--- src/cte_pkg.sv ---
`timescale 1ns / 1ps
`default_nettype none
package cte_pkg;
  localparam int CAL_SAMPLES = 5000;
  localparam int CORDIC_STEPS = 16;
  localparam int STEP_W = $clog2(CORDIC_STEPS + 1);
  localparam int CNT_W = 13;
  localparam logic signed [24:0] ANGLE_LIMIT = 25'sd11796480;
  localparam logic signed [24:0] RIGHT_ANGLE = 25'sd5898240;
  localparam logic [16:0] WEIGHT_ONE = 17'd65536;

  // offset mean: exact floor division by CAL_SAMPLES of a 30-bit value by reciprocal
  localparam int MEAN_K = 30 + $clog2(CAL_SAMPLES);
  localparam logic [31:0] MEAN_RECIP =
    32'(((64'd1 << MEAN_K) + 64'(CAL_SAMPLES) - 64'd1) / 64'(CAL_SAMPLES));
  localparam logic [29:0] MEAN_DIV = 30'(CAL_SAMPLES);
  localparam logic [29:0] MEAN_HALF = 30'(CAL_SAMPLES / 2);

  typedef enum logic [0:0] {
    REQ_CAL = 1'b0,
    REQ_EST = 1'b1
  } req_t;

  typedef enum logic [0:0] {
    CFG_GYRO_GAIN = 1'b0,
    CFG_ACCEL_WEIGHT = 1'b1
  } cfg_idx_t;

  typedef enum logic [2:0] {
    ST_IDLE,
    ST_SQRT,
    ST_CORDIC,
    ST_MEAN,
    ST_FUSE,
    ST_OUT
  } state_t;

  typedef struct packed {
    logic start;
    logic done;
  } lane_ctl_t;

  function automatic logic signed [24:0] atan_lut(input logic [4:0] i);
    case (i)
      5'd0: atan_lut = 25'sd2949120;
      5'd1: atan_lut = 25'sd1740967;
      5'd2: atan_lut = 25'sd919879;
      5'd3: atan_lut = 25'sd466945;
      5'd4: atan_lut = 25'sd234379;
      5'd5: atan_lut = 25'sd117304;
      5'd6: atan_lut = 25'sd58666;
      5'd7: atan_lut = 25'sd29335;
      5'd8: atan_lut = 25'sd14668;
      5'd9: atan_lut = 25'sd7334;
      5'd10: atan_lut = 25'sd3667;
      5'd11: atan_lut = 25'sd1833;
      5'd12: atan_lut = 25'sd917;
      5'd13: atan_lut = 25'sd458;
      5'd14: atan_lut = 25'sd229;
      5'd15: atan_lut = 25'sd115;
      5'd16: atan_lut = 25'sd57;
      5'd17: atan_lut = 25'sd29;
      5'd18: atan_lut = 25'sd14;
      5'd19: atan_lut = 25'sd7;
      5'd20: atan_lut = 25'sd4;
      5'd21: atan_lut = 25'sd2;
      5'd22: atan_lut = 25'sd1;
      default: atan_lut = 25'sd0;
    endcase
  endfunction
endpackage
`default_nettype wire

--- src/cte_merge.sv ---
`timescale 1ns / 1ps
`default_nettype none
module cte_merge
  import cte_pkg::*;
(
  input  wire logic               clk,
  input  wire logic               rst_n,
  input  wire logic               start,
  input  wire logic signed [24:0] prev,
  input  wire logic signed [15:0] gyro,
  input  wire logic signed [31:0] bias,
  input  wire logic signed [24:0] acc,
  input  wire logic [23:0]        gain,
  input  wire logic [16:0]        weight,
  output logic                    done,
  output logic signed [24:0]      angle
);
  // four registered steps: diff, split product, gyro angle, blend
  logic [3:0] v_r;
  logic signed [32:0] diff_r;
  logic signed [57:0] hi_r, lo_r;
  logic signed [34:0] g_r;
  logic signed [58:0] blend_r;
  logic [16:0] w;
  logic signed [57:0] prod;
  logic signed [42:0] rv;

  always_comb begin
    w = (weight > WEIGHT_ONE) ? WEIGHT_ONE : weight;
    prod = hi_r + lo_r;
    rv = 43'((blend_r + 59'sd32768) >>> 16);
  end

  always_ff @(posedge clk) begin
    if (!rst_n) v_r <= '0;
    else v_r <= {v_r[2:0], start};
    diff_r <= (33'(gyro) <<< 16) - 33'(bias);
    hi_r <= (58'($signed(diff_r[32:16])) * $signed({1'b0, gain})) <<< 16;
    lo_r <= 58'($signed({1'b0, diff_r[15:0]})) * $signed({1'b0, gain});
    g_r <= 35'(prev) + 35'((prod + 58'sd8388608) >>> 24);
    blend_r <= 59'(g_r) * $signed({1'b0, WEIGHT_ONE - w}) + 59'(acc) * $signed({1'b0, w});
  end

  always_comb begin
    done = v_r[3];
    if (rv > 43'(ANGLE_LIMIT)) angle = ANGLE_LIMIT;
    else if (rv < -43'(ANGLE_LIMIT)) angle = -ANGLE_LIMIT;
    else angle = rv[24:0];
  end
endmodule
`default_nettype wire
--- config.mk ---
export PLATFORM = sky130hd
export DESIGN_NAME = cte_merge
export DESIGN_NICKNAME = d
export VERILOG_FILES = /design/src/cte_pkg.sv /design/src/cte_merge.sv
export SDC_FILE = /design/constraint.sdc
export NUM_CORES = 2
export LEC_CHECK = 0
export BUFFER_PORTS_ARGS = -buffer_cell sky130_fd_sc_hd__buf_2
export CAP_MARGIN = 20
export CORE_AREA = 2 2 333 335
export DETAILED_ROUTE_END_ITERATION = 8
export DIE_AREA = 0 0 335 337
export GPL_ROUTABILITY_DRIVEN = 0
export PLACE_DENSITY_LB_ADDON = 0.2
export SYNTH_ARGS = -nofsm -noshare
export SYNTH_HDL_FRONTEND = slang
export SYNTH_SLANG_ARGS = --single-unit
--- constraint.sdc ---
create_clock -name clk -period 22.3 [get_ports clk]
set_input_delay 0 -clock clk [delete_from_list [all_inputs] [get_ports clk]]
set_output_delay 0 -clock clk [all_outputs]
set_load 0.01 [all_outputs]
==> summary.md <==
| Metric | Value |
|---|---|
| Largest net degree at the start of global routing | `60` |
| Post-route clock period utilization | `0.435` |
| Critical path's most frequent cell | `sky130_fd_sc_hd__fa_1` |
| Routed WL per cell | `19.2 µm` |
| Post-Layout Inst Area | `74200 µm²` |
| First-iteration detailed-routing DRC count | `3202` |
| Clock root buffer | `sky130_fd_sc_hd__clkbuf_16` |
| Net count of the mapped netlist | `10100` |
| Average footprint of a synthesized cell | `9.17 µm²` |
| Area growth from synthesis to layout | `5.17%` |
| Share of final-layout standard cells stronger than drive strength 1 | `0.0430` |
| Worst-case clock buffer depth | `2` |
| Reg2reg setup slack | `13.95 ns` |
| Via count of the first global-routing pass | `55700` |
| Post-synthesis async set-or-reset flop share | `0` |
| Setup TNS after final layout | `0 ns` |
| DPL Wire Length | `143000 µm` |
| Commonest register cell after synthesis | `sky130_fd_sc_hd__dfxtp_1` |
| Worst hold endpoint | `diff_r[18]` |
| Number of remaining DRC errors | `0` |
| Min cycle time layout | `9.69 ns` |
| Count of pins over their slew limit | `0` |
| Transition time at the pin with the least slew margin | `1.09 ns` |
| Global route overflow | `0` |
| # Post-CTS Setup Buffers | `0` |
| Largest stage delay on the critical path | `0.59 ns` |
| Logic depth of the worst register-to-register path | `27` |
| Register bit count reported by yosys | `177` |
| Outcome | `finished, final reports clean` |
| DIE AREA | `113000 µm²` |
| Number of gates resized after CTS | `0` |
| Layout net count | `10100` |
| Number of antenna violations at the first check in global routing | `5` |
| Count of TritonRoute iterations in the first routing pass | `6` |
| Reg2reg end | `blend_r[39]` |
| Required time of the worst setup path | `22.72 ns` |
| Count of boundary I/O pins | `168` |
| Count of input and output buffers | `167` |
| Die X | `335 µm` |
| Detailed-route vias per instance | `5.61` |
| Max-cap viol count | `0` |
| Starting density of the core | `0.644` |
| Clock Pin Slew Worst Setup and Hold Paths | `0.08 ns` |
| Final worst clock skew | `0.0240 ns` |
| Hold violation count in the final report | `0` |
| GRT Util Overall | `0.328` |
| Distinct cell type count after synthesis | `87` |
| Seq/Total Area, Yosys | `0.0502` |
| Slowest stage cell on the critical path | `sky130_fd_sc_hd__and2_1` |
| RSZ-0062 raised after global routing | `false` |
| Worst slew margin relative to its limit | `0.276` |
| Warnings from Yosys | `0` |
| Post-synthesis cell count | `7692` |
| Number of buffers created by CTS | `17` |
| Mapped cell area | `70500 µm²` |
| Worst R2R Start | `g_r[10]` |
| Total length of routed wires | `175000 µm` |
| Worst hold path type | `input pin to flip-flop` |
| Post-CTS Hold Fix Bufs | `95` |
| Clock latency at the later pin of the worst-skew pair | `0.53 ns` |
| Height of the chip | `337 µm` |
| Setup violation total in the final timing report | `0` |
| Global-route wire length before repair | `290000 µm` |
| Via Count | `51300` |
| Number of H-tree levels | `4` |
| Number of nets with antenna violations after routing | `0` |
| Clock tree from TritonCTS | `done` |
| Number of cell rows | `122` |
| Maximum frequency from static timing analysis | `103 MHz` |
| Total cell area at the placement stage | `72500 µm²` |
| Critical path peak fanout | `36` |
| Core Region | `110000 µm²` |
| CP Data Arrival Time | `10.11 ns` |
| Number of clock sinks | `177` |
| Worst Hold Launch | `gyro[2]` |
| Number of instances on the worst hold path | `4` |
| Crit. End Element | `flip-flop` |
| WS Path Type | `input pin to flip-flop` |
| Count of fill cells added during filler insertion | `8656` |
| Post-synth EDFFs | `0` |
| Min Hold Slack | `0.0251 ns` |
| CP Launch Type | `input pin` |
## routing by layer
layer	vias to the layer above	share of wire	wire [µm]	track usage
li1	22600	-	-	-
met3	322	0.079	13900	0.0543
met1	26300	0.41	71200	0.434
met2	2080	0.48	84300	0.552
met4	2	0.034	6000	0.113
met5	-	0.000051	9	0
## kinds of logic (layout without fill, tap and decap cells)
kind of cell,Yosys count,after routing,synth area share
muxes,11,11,0.00163
other,0,3,0
xor gates and xnor gates,225,225,0.0279
adders and majority gates,2301,2301,0.594
DFF,177,177,0.0502
AOI/OAI and AO/OA,463,463,0.0452
and+or+nand+nor,2349,2349,0.165
buffers and inverters,2166,2189,0.116
## worst max-delay path, delay by kind of cell
| family | cells | cell delay, ns |
|---|---|---|
| buffers and inverters | 10 | 1.43 |
| adder cells (fa/ha/maj) | 9 | 4.33 |
| AND/OR/NAND/NOR | 8 | 2.16 |
| AO/OA/AOI/OAI | 8 | 1.97 |
| XOR/XNOR | 1 | 0.16 |
## stage by stage
stage | setup WS, ns | std cells | util
after floorplan | 13.27 | 7692 | -
after global placement | 12.17 | 9010 | 0.662
after detailed placement | 12.09 | 9010 | 0.662
after CTS | 12.67 | 9137 | 0.676
after global routing | 12.02 | 9142 | 0.677
final | 12.61 | 9144 | 0.677
## worst max-delay path by stage
| stage | slack [ns] | end | from | cells after the start |
|---|---|---|---|---|
| floorplan | 13.27 | blend_r[39] | weight[16] | 38 |
| global placement | 12.17 | blend_r[39] | weight[3] | 36 |
| detailed placement | 12.09 | blend_r[39] | weight[3] | 36 |
| CTS | 12.67 | blend_r[39] | weight[3] | 36 |
| global route | 12.02 | blend_r[39] | weight[3] | 36 |
| finish | 12.61 | blend_r[39] | weight[3] | 36 |
## synthesized netlist by cell type, drive strengths merged (87+ instances only)
master,instances,area share
a21o,87,0.0094
a21oi,125,0.0089
and2,703,0.062
clkbuf,304,0.016
dfxtp,177,0.050
fa,1750,0.50
ha,551,0.098
inv,1828,0.097
nand2,1082,0.058
nor2,139,0.0074
nor2b,104,0.0092
xnor2,147,0.018
## registers in the layout, summed over array words and instances (netlist names)
signal / flops
blend_r: 39
diff_r: 33
g_r: 35
lo_r: 24
v_r: 4
hi_r: 42
## layout make-up
class                           instances  area (µm²)  area share
Antenna cell                            3        7.51    0.000101
Clock buffer                           17         425     0.00573
Clock inverter                         15         189     0.00255
Inverter                             1828        6860      0.0925
Multi-Input combinational cell       5349       59000       0.795
Sequential cell                       177        3540      0.0478
Tap cell                             1426        1780      0.0240
Timing Repair Buffer                  329        2370      0.0319
## cells in the final DEF, fill, tap and decap left out, drive strengths merged, types with 49 or more instances in the layout
cell and n:
and3 60, dfxtp 177, xnor2 147, nand2b 50, nand2 1082, nor2 139
and2 703, ha 551, nor2b 104, nand3 49, nor3 56, a21o 87
a21oi 125, dlygate4sd3 95, xor2 78, inv 1834, buf 234, o21ai 67
fa 1750
Power is left out: the tool's default activity adds up to more than one toggle a clock period on the data nets, which glitch-free logic cannot reach.
