--- src/cte_pkg.sv ---
`timescale 1ns / 1ps
`default_nettype none
package cte_pkg;
  localparam int CAL_SAMPLES = 5000;
  localparam int CORDIC_STEPS = 16;
  localparam int STEP_W = $clog2(CORDIC_STEPS + 1);
  localparam int CNT_W = 13;
  localparam logic signed [24:0] ANGLE_LIMIT = 25'sd11796480;
  localparam logic signed [24:0] RIGHT_ANGLE = 25'sd5898240;
  localparam logic [16:0] WEIGHT_ONE = 17'd65536;

  // offset mean: exact floor division by CAL_SAMPLES of a 30-bit value by reciprocal
  localparam int MEAN_K = 30 + $clog2(CAL_SAMPLES);
  localparam logic [31:0] MEAN_RECIP =
    32'(((64'd1 << MEAN_K) + 64'(CAL_SAMPLES) - 64'd1) / 64'(CAL_SAMPLES));
  localparam logic [29:0] MEAN_DIV = 30'(CAL_SAMPLES);
  localparam logic [29:0] MEAN_HALF = 30'(CAL_SAMPLES / 2);

  typedef enum logic [0:0] {
    REQ_CAL = 1'b0,
    REQ_EST = 1'b1
  } req_t;

  typedef enum logic [0:0] {
    CFG_GYRO_GAIN = 1'b0,
    CFG_ACCEL_WEIGHT = 1'b1
  } cfg_idx_t;

  typedef enum logic [2:0] {
    ST_IDLE,
    ST_SQRT,
    ST_CORDIC,
    ST_MEAN,
    ST_FUSE,
    ST_OUT
  } state_t;

  typedef struct packed {
    logic start;
    logic done;
  } lane_ctl_t;

  function automatic logic signed [24:0] atan_lut(input logic [4:0] i);
    case (i)
      5'd0: atan_lut = 25'sd2949120;
      5'd1: atan_lut = 25'sd1740967;
      5'd2: atan_lut = 25'sd919879;
      5'd3: atan_lut = 25'sd466945;
      5'd4: atan_lut = 25'sd234379;
      5'd5: atan_lut = 25'sd117304;
      5'd6: atan_lut = 25'sd58666;
      5'd7: atan_lut = 25'sd29335;
      5'd8: atan_lut = 25'sd14668;
      5'd9: atan_lut = 25'sd7334;
      5'd10: atan_lut = 25'sd3667;
      5'd11: atan_lut = 25'sd1833;
      5'd12: atan_lut = 25'sd917;
      5'd13: atan_lut = 25'sd458;
      5'd14: atan_lut = 25'sd229;
      5'd15: atan_lut = 25'sd115;
      5'd16: atan_lut = 25'sd57;
      5'd17: atan_lut = 25'sd29;
      5'd18: atan_lut = 25'sd14;
      5'd19: atan_lut = 25'sd7;
      5'd20: atan_lut = 25'sd4;
      5'd21: atan_lut = 25'sd2;
      5'd22: atan_lut = 25'sd1;
      default: atan_lut = 25'sd0;
    endcase
  endfunction
endpackage
`default_nettype wire

--- src/cte_lane.sv ---
`timescale 1ns / 1ps
`default_nettype none
module cte_lane
  import cte_pkg::*;
(
  input  wire logic               clk,
  input  wire logic               rst_n,
  input  wire logic               start,
  input  wire logic signed [16:0] num,
  input  wire logic signed [15:0] a,
  input  wire logic signed [15:0] b,
  output logic                    done,
  output logic signed [24:0]      angle
);
  // root: 33-bit radicand shifted by 16 -> 49 bits, 25-bit root, one bit per cycle
  typedef enum logic [1:0] {L_IDLE, L_SQRT, L_CORD, L_DONE} lst_t;
  lst_t st_r, st_nxt;
  logic [49:0] rem_r, rem_nxt;
  logic [49:0] rad_r, rad_nxt;
  logic [24:0] root_r, root_nxt;
  logic [4:0]  bit_r, bit_nxt;
  logic [STEP_W-1:0] it_r, it_nxt;
  logic signed [27:0] x_r, x_nxt, y_r, y_nxt;
  logic signed [26:0] z_r, z_nxt;
  logic [1:0] sp_r, sp_nxt;
  logic signed [31:0] aa, bb;
  logic [32:0] sq;
  logic [51:0] trial;
  logic signed [27:0] xs, ys;

  always_comb begin
    aa = a * a;
    bb = b * b;
    sq = {1'b0, aa} + {1'b0, bb};
  end

  always_comb begin
    st_nxt = st_r;
    rem_nxt = rem_r;
    rad_nxt = rad_r;
    root_nxt = root_r;
    bit_nxt = bit_r;
    it_nxt = it_r;
    x_nxt = x_r;
    y_nxt = y_r;
    z_nxt = z_r;
    sp_nxt = sp_r;
    trial = '0;
    xs = x_r >>> it_r;
    ys = y_r >>> it_r;
    case (st_r)
      L_IDLE: begin
        if (start) begin
          z_nxt = '0;
          it_nxt = '0;
          y_nxt = 28'(num) <<< 8;
          if (sq == '0) begin
            sp_nxt = (num == 0) ? 2'd1 : 2'd2;
            st_nxt = L_DONE;
          end else begin
            sp_nxt = 2'd0;
            rad_nxt = {1'b0, sq, 16'd0};
            rem_nxt = '0;
            root_nxt = '0;
            bit_nxt = 5'd24;
            st_nxt = L_SQRT;
          end
        end
      end
      L_SQRT: begin
        trial = {rem_r, rad_r[49:48]} - {25'd0, root_r, 2'b01};
        if (!trial[51]) begin
          rem_nxt = trial[49:0];
          root_nxt = {root_r[23:0], 1'b1};
        end else begin
          rem_nxt = {rem_r[47:0], rad_r[49:48]};
          root_nxt = {root_r[23:0], 1'b0};
        end
        rad_nxt = {rad_r[47:0], 2'b00};
        bit_nxt = bit_r - 5'd1;
        if (bit_r == '0) begin
          x_nxt = {3'b000, root_nxt};
          st_nxt = L_CORD;
        end
      end
      L_CORD: begin
        if (y_r > 0) begin
          x_nxt = x_r + ys;
          y_nxt = y_r - xs;
          z_nxt = z_r + 27'(atan_lut(5'(it_r)));
        end else if (y_r < 0) begin
          x_nxt = x_r - ys;
          y_nxt = y_r + xs;
          z_nxt = z_r - 27'(atan_lut(5'(it_r)));
        end
        it_nxt = it_r + 1'b1;
        if (it_r == STEP_W'(CORDIC_STEPS - 1)) st_nxt = L_DONE;
      end
      L_DONE: st_nxt = L_IDLE;
      default: st_nxt = L_IDLE;
    endcase
  end

  always_ff @(posedge clk) begin
    if (!rst_n) st_r <= L_IDLE;
    else st_r <= st_nxt;
    rem_r <= rem_nxt;
    rad_r <= rad_nxt;
    root_r <= root_nxt;
    bit_r <= bit_nxt;
    it_r <= it_nxt;
    x_r <= x_nxt;
    y_r <= y_nxt;
    z_r <= z_nxt;
    sp_r <= sp_nxt;
  end

  always_comb begin
    done = (st_r == L_DONE);
    if (sp_r == 2'd1) angle = '0;
    else if (sp_r == 2'd2) angle = y_r[27] ? -RIGHT_ANGLE : RIGHT_ANGLE;
    else if (z_r > 27'(RIGHT_ANGLE)) angle = RIGHT_ANGLE;
    else if (z_r < -27'(RIGHT_ANGLE)) angle = -RIGHT_ANGLE;
    else angle = z_r[24:0];
  end
endmodule
`default_nettype wire

--- config.mk ---
export PLATFORM = sky130hd
export DESIGN_NAME = cte_lane
export DESIGN_NICKNAME = d
export VERILOG_FILES = /design/src/cte_pkg.sv /design/src/cte_lane.sv
export SDC_FILE = /design/constraint.sdc
export NUM_CORES = 2
export LEC_CHECK = 0
export BUFFER_PORTS_ARGS = -buffer_cell sky130_fd_sc_hd__buf_4
export CAP_MARGIN = 5
export CORE_MARGIN = 3
export CORE_UTILIZATION = 47
export CTS_CLUSTER_SIZE = 40
export DETAILED_ROUTE_END_ITERATION = 7
export SLEW_MARGIN = 20
export SYNTH_ARGS = -nofsm -noshare
export SYNTH_HDL_FRONTEND = slang
export SYNTH_SLANG_ARGS = --single-unit
--- constraint.sdc ---
create_clock -name clk -period 15.9 [get_ports clk]
set_clock_uncertainty 0.15 [all_clocks]
set_input_delay 0 -clock clk [delete_from_list [all_inputs] [get_ports clk]]
set_output_delay 0 -clock clk [all_outputs]
set_load 0.005 [all_outputs]
==> impl_metrics.ini <==
[finish]
num-fill-cells = 7915
fin_util = 0.513
area_growth_pct = 7.04
drive_gt1_frac = 0.0650
diodes = 0
nNetsFinal = 5344

[grt]
grt_overflow_total = 0
met1_usage = 0.305
grt_max_degree = 72
grt_pass1_vias = 31241
grt_busiest_layer = met2
grt_use_total = 0.230
met2_usage = 0.412
grt_pass1_wl_mm = 163
use_met3 = 0.0158
antenna_found_initial = 1

[worst_setup_path]
cp.buffers_inverters = 6
cpMaxStageDelayCell = a2111oi_0
timing.critical_path.fanout_max = 71
cp-endpoint = rem_r[25]
cpPeakStageDelay_ns = 0.81
required_ns = 15.94
worstPathArrival_ns = 9.99
worstSetupStartpoint = b[0]
worst-r2r-setup-slack_ns = 7.46
cp-start-kind = primary input
worstSetupPathType = primary input to register
critPathCaptureType = register
critical-path-top-delay-family = adder cells
critical_path_depth = 36
reg2reg_from = it_r[0]
rr_endpoint = y_r[27]
reg2regPathDepth = 23

[yosys]
yosys.area_share.simple = 0.151
synth.distinct_cells = 88
synth_compound_gate_area_share = 0.133
synth_xor_area_frac = 0.0609
syn_inst = 4485
synth_seq_cells = 228
synthMuxAreaShare = 0.0557
synth.area.top_cells = fa_1 24%, edfxtp_1 15%, ha_1 10%, inv_1 7.1%, nand2_1 4.3%
ys_seq_area_frac = 0.166
synth_top_family_by_area = adder cells
synth_fp_nets = 5345
synth_top_area_frac = 0.242
synth_area_leader_cell = fa_1
mappedNetlistArea_sq_um = 39700
postSynth.asyncResetShare = 0
synth_top_cells_by_count = 753 x inv_1, 480 x fa_1, 452 x nand2_1
synth_edf_count = 204
yosys_most_used_dff = edfxtp_1
syn-mean-instance-area_sq_um = 8.85
synth_fa_ha_area_frac = 0.346
ys.warnings.count = 0
synth.most_common_cell = inv_1

[clock_network]
clkTransAtPathRegs_ns = 0.06
clockBufferDepth = 3
root_buffer = clkbuf_16
post_cts_resize_count = 0
clock_latency_ns = 0.58
cts_made_buffers = 27
htree_levels = 1
cts_tree = yes
cts.sinks = 228

[placement]
dp_hpwl_mm = 80.0
io_buffer_count = 77
gp_congestion = 0.936

[sta]
relSlewSlack = 0.294
worst_pin_slew_ns = 1.05
max_freq_ghz = 0.100
slew_violations = 0
period_share = 0.626
finalHoldViolations = 0
setup_tns_ns = 0
whs_ns = 0.103
fin_crit_ns = 9.96
timing.final.setup_violations = 0
rsz0062_at_grt = false

[floorplan]
fp.dieH_um = 297
die_w_um = 297
design.die.area_sq_um = 88000
fp-row-count = 105
core_area_sq_um = 82900
ios = 78
start_util = 0.479

[drt]
first_pass_iters = 8
vias = 31125
wire_per_inst_um = 17.8
drc_errors = 0
via_per_inst = 5.53
drt_iter0_drc = 2003
wirelength_mm = 100
ant_nets = 0

[status]
outcome = complete, no violations

[job]
drv_cap = 0

[hold_path]
hold_class = primary input to register
## logic make-up after synthesis
kind of cell             after synthesis
AND/OR/NAND/NOR                     1275
buffers and inverters                913
AO/OA/AOI/OAI                        835
adder cells (fa/ha/maj)              809
XOR/XNOR                             276
flip-flops                           228
multiplexers                         149
## per-layer routing
metal  part of all wire  vias to the layer above
met3              0.044                      147
met4              0.025                        2
li1                   -                    14994
met5            0.00020                        -
met1               0.43                    15228
met2               0.50                      754
## metrics by stage
stage / area, sq um / std cells / setup WS (ns)
floorplan: 39700 / 4485 / 2.32
global placement: 41300 / 5556 / 5.96
detailed placement: 41300 / 5556 / 5.88
CTS: 42500 / 5628 / 6.15
global route: 42500 / 5628 / 5.19
finish: 42500 / 5628 / 5.94
## cells in the final DEF (no fill, tap or decap), types with 40 or more instances in the layout
master / synthesis / final
a21o_1: 74 / 74
a21oi_1: 254 / 253
and2_1: 95 / 95
and3_1: 42 / 42
buf_4: 1 / 101
edfxtp_1: 204 / 204
fa_1: 480 / 480
ha_1: 328 / 326
inv_1: 753 / 753
mux2_2: 47 / 47
mux2i_1: 45 / 45
mux4_2: 52 / 52
nand2_1: 452 / 452
nand2b_1: 40 / 40
nand3_1: 61 / 61
nor2_1: 318 / 316
nor2b_1: 43 / 43
nor3_1: 54 / 54
o21ai_0: 184 / 184
or3_1: 41 / 41
xnor2_1: 167 / 166
xor2_1: 109 / 109
## layout make-up
class,count,area (sq um),area share
inverter,760,2850,0.0671
clock buffer,30,687,0.0162
sequential,228,6610,0.155
timing repair buffer,123,978,0.0230
clock inverter,20,258,0.00607
tap,1123,1410,0.0331
multi-input combinational,3344,29700,0.699
## state kept, by name, indices dropped and copies added (netlist names), named ones only
| name | count |
|---|---|
| rad_r | 34 |
| it_r | 5 |
| root_r | 25 |
| x_r | 28 |
| z_r | 27 |
| sp_r | 2 |
| st_r | 2 |
| rem_r | 50 |
| bit_r | 5 |
| y_r | 28 |
## worst min-delay path by stage
stage,start,end,cells past startpoint,slack (ns)
global placement,rst_n,st_r[0],2,0.13
global route,rst_n,st_r[1],3,0.11
CTS,a[0],rad_r[16],4,0.07
detailed placement,rst_n,st_r[0],2,0.12
floorplan,rst_n,st_r[0],1,-0.02
finish,a[0],rad_r[16],4,0.10
## timing repair
item                      4_1_cts  5_1_grt
hold buffers                   22        0
hold endpoints to repair       27        0
setup buffers                   0        0
## worst min-delay path: stages
cell,delay [ns]
buf_4,0.18
inv_2,0.22
ha_1,0.17
nor2b_1,0.11
Power is left out: the tool's default activity adds up to more than one toggle a clock period on the data nets, which glitch-free logic cannot reach.
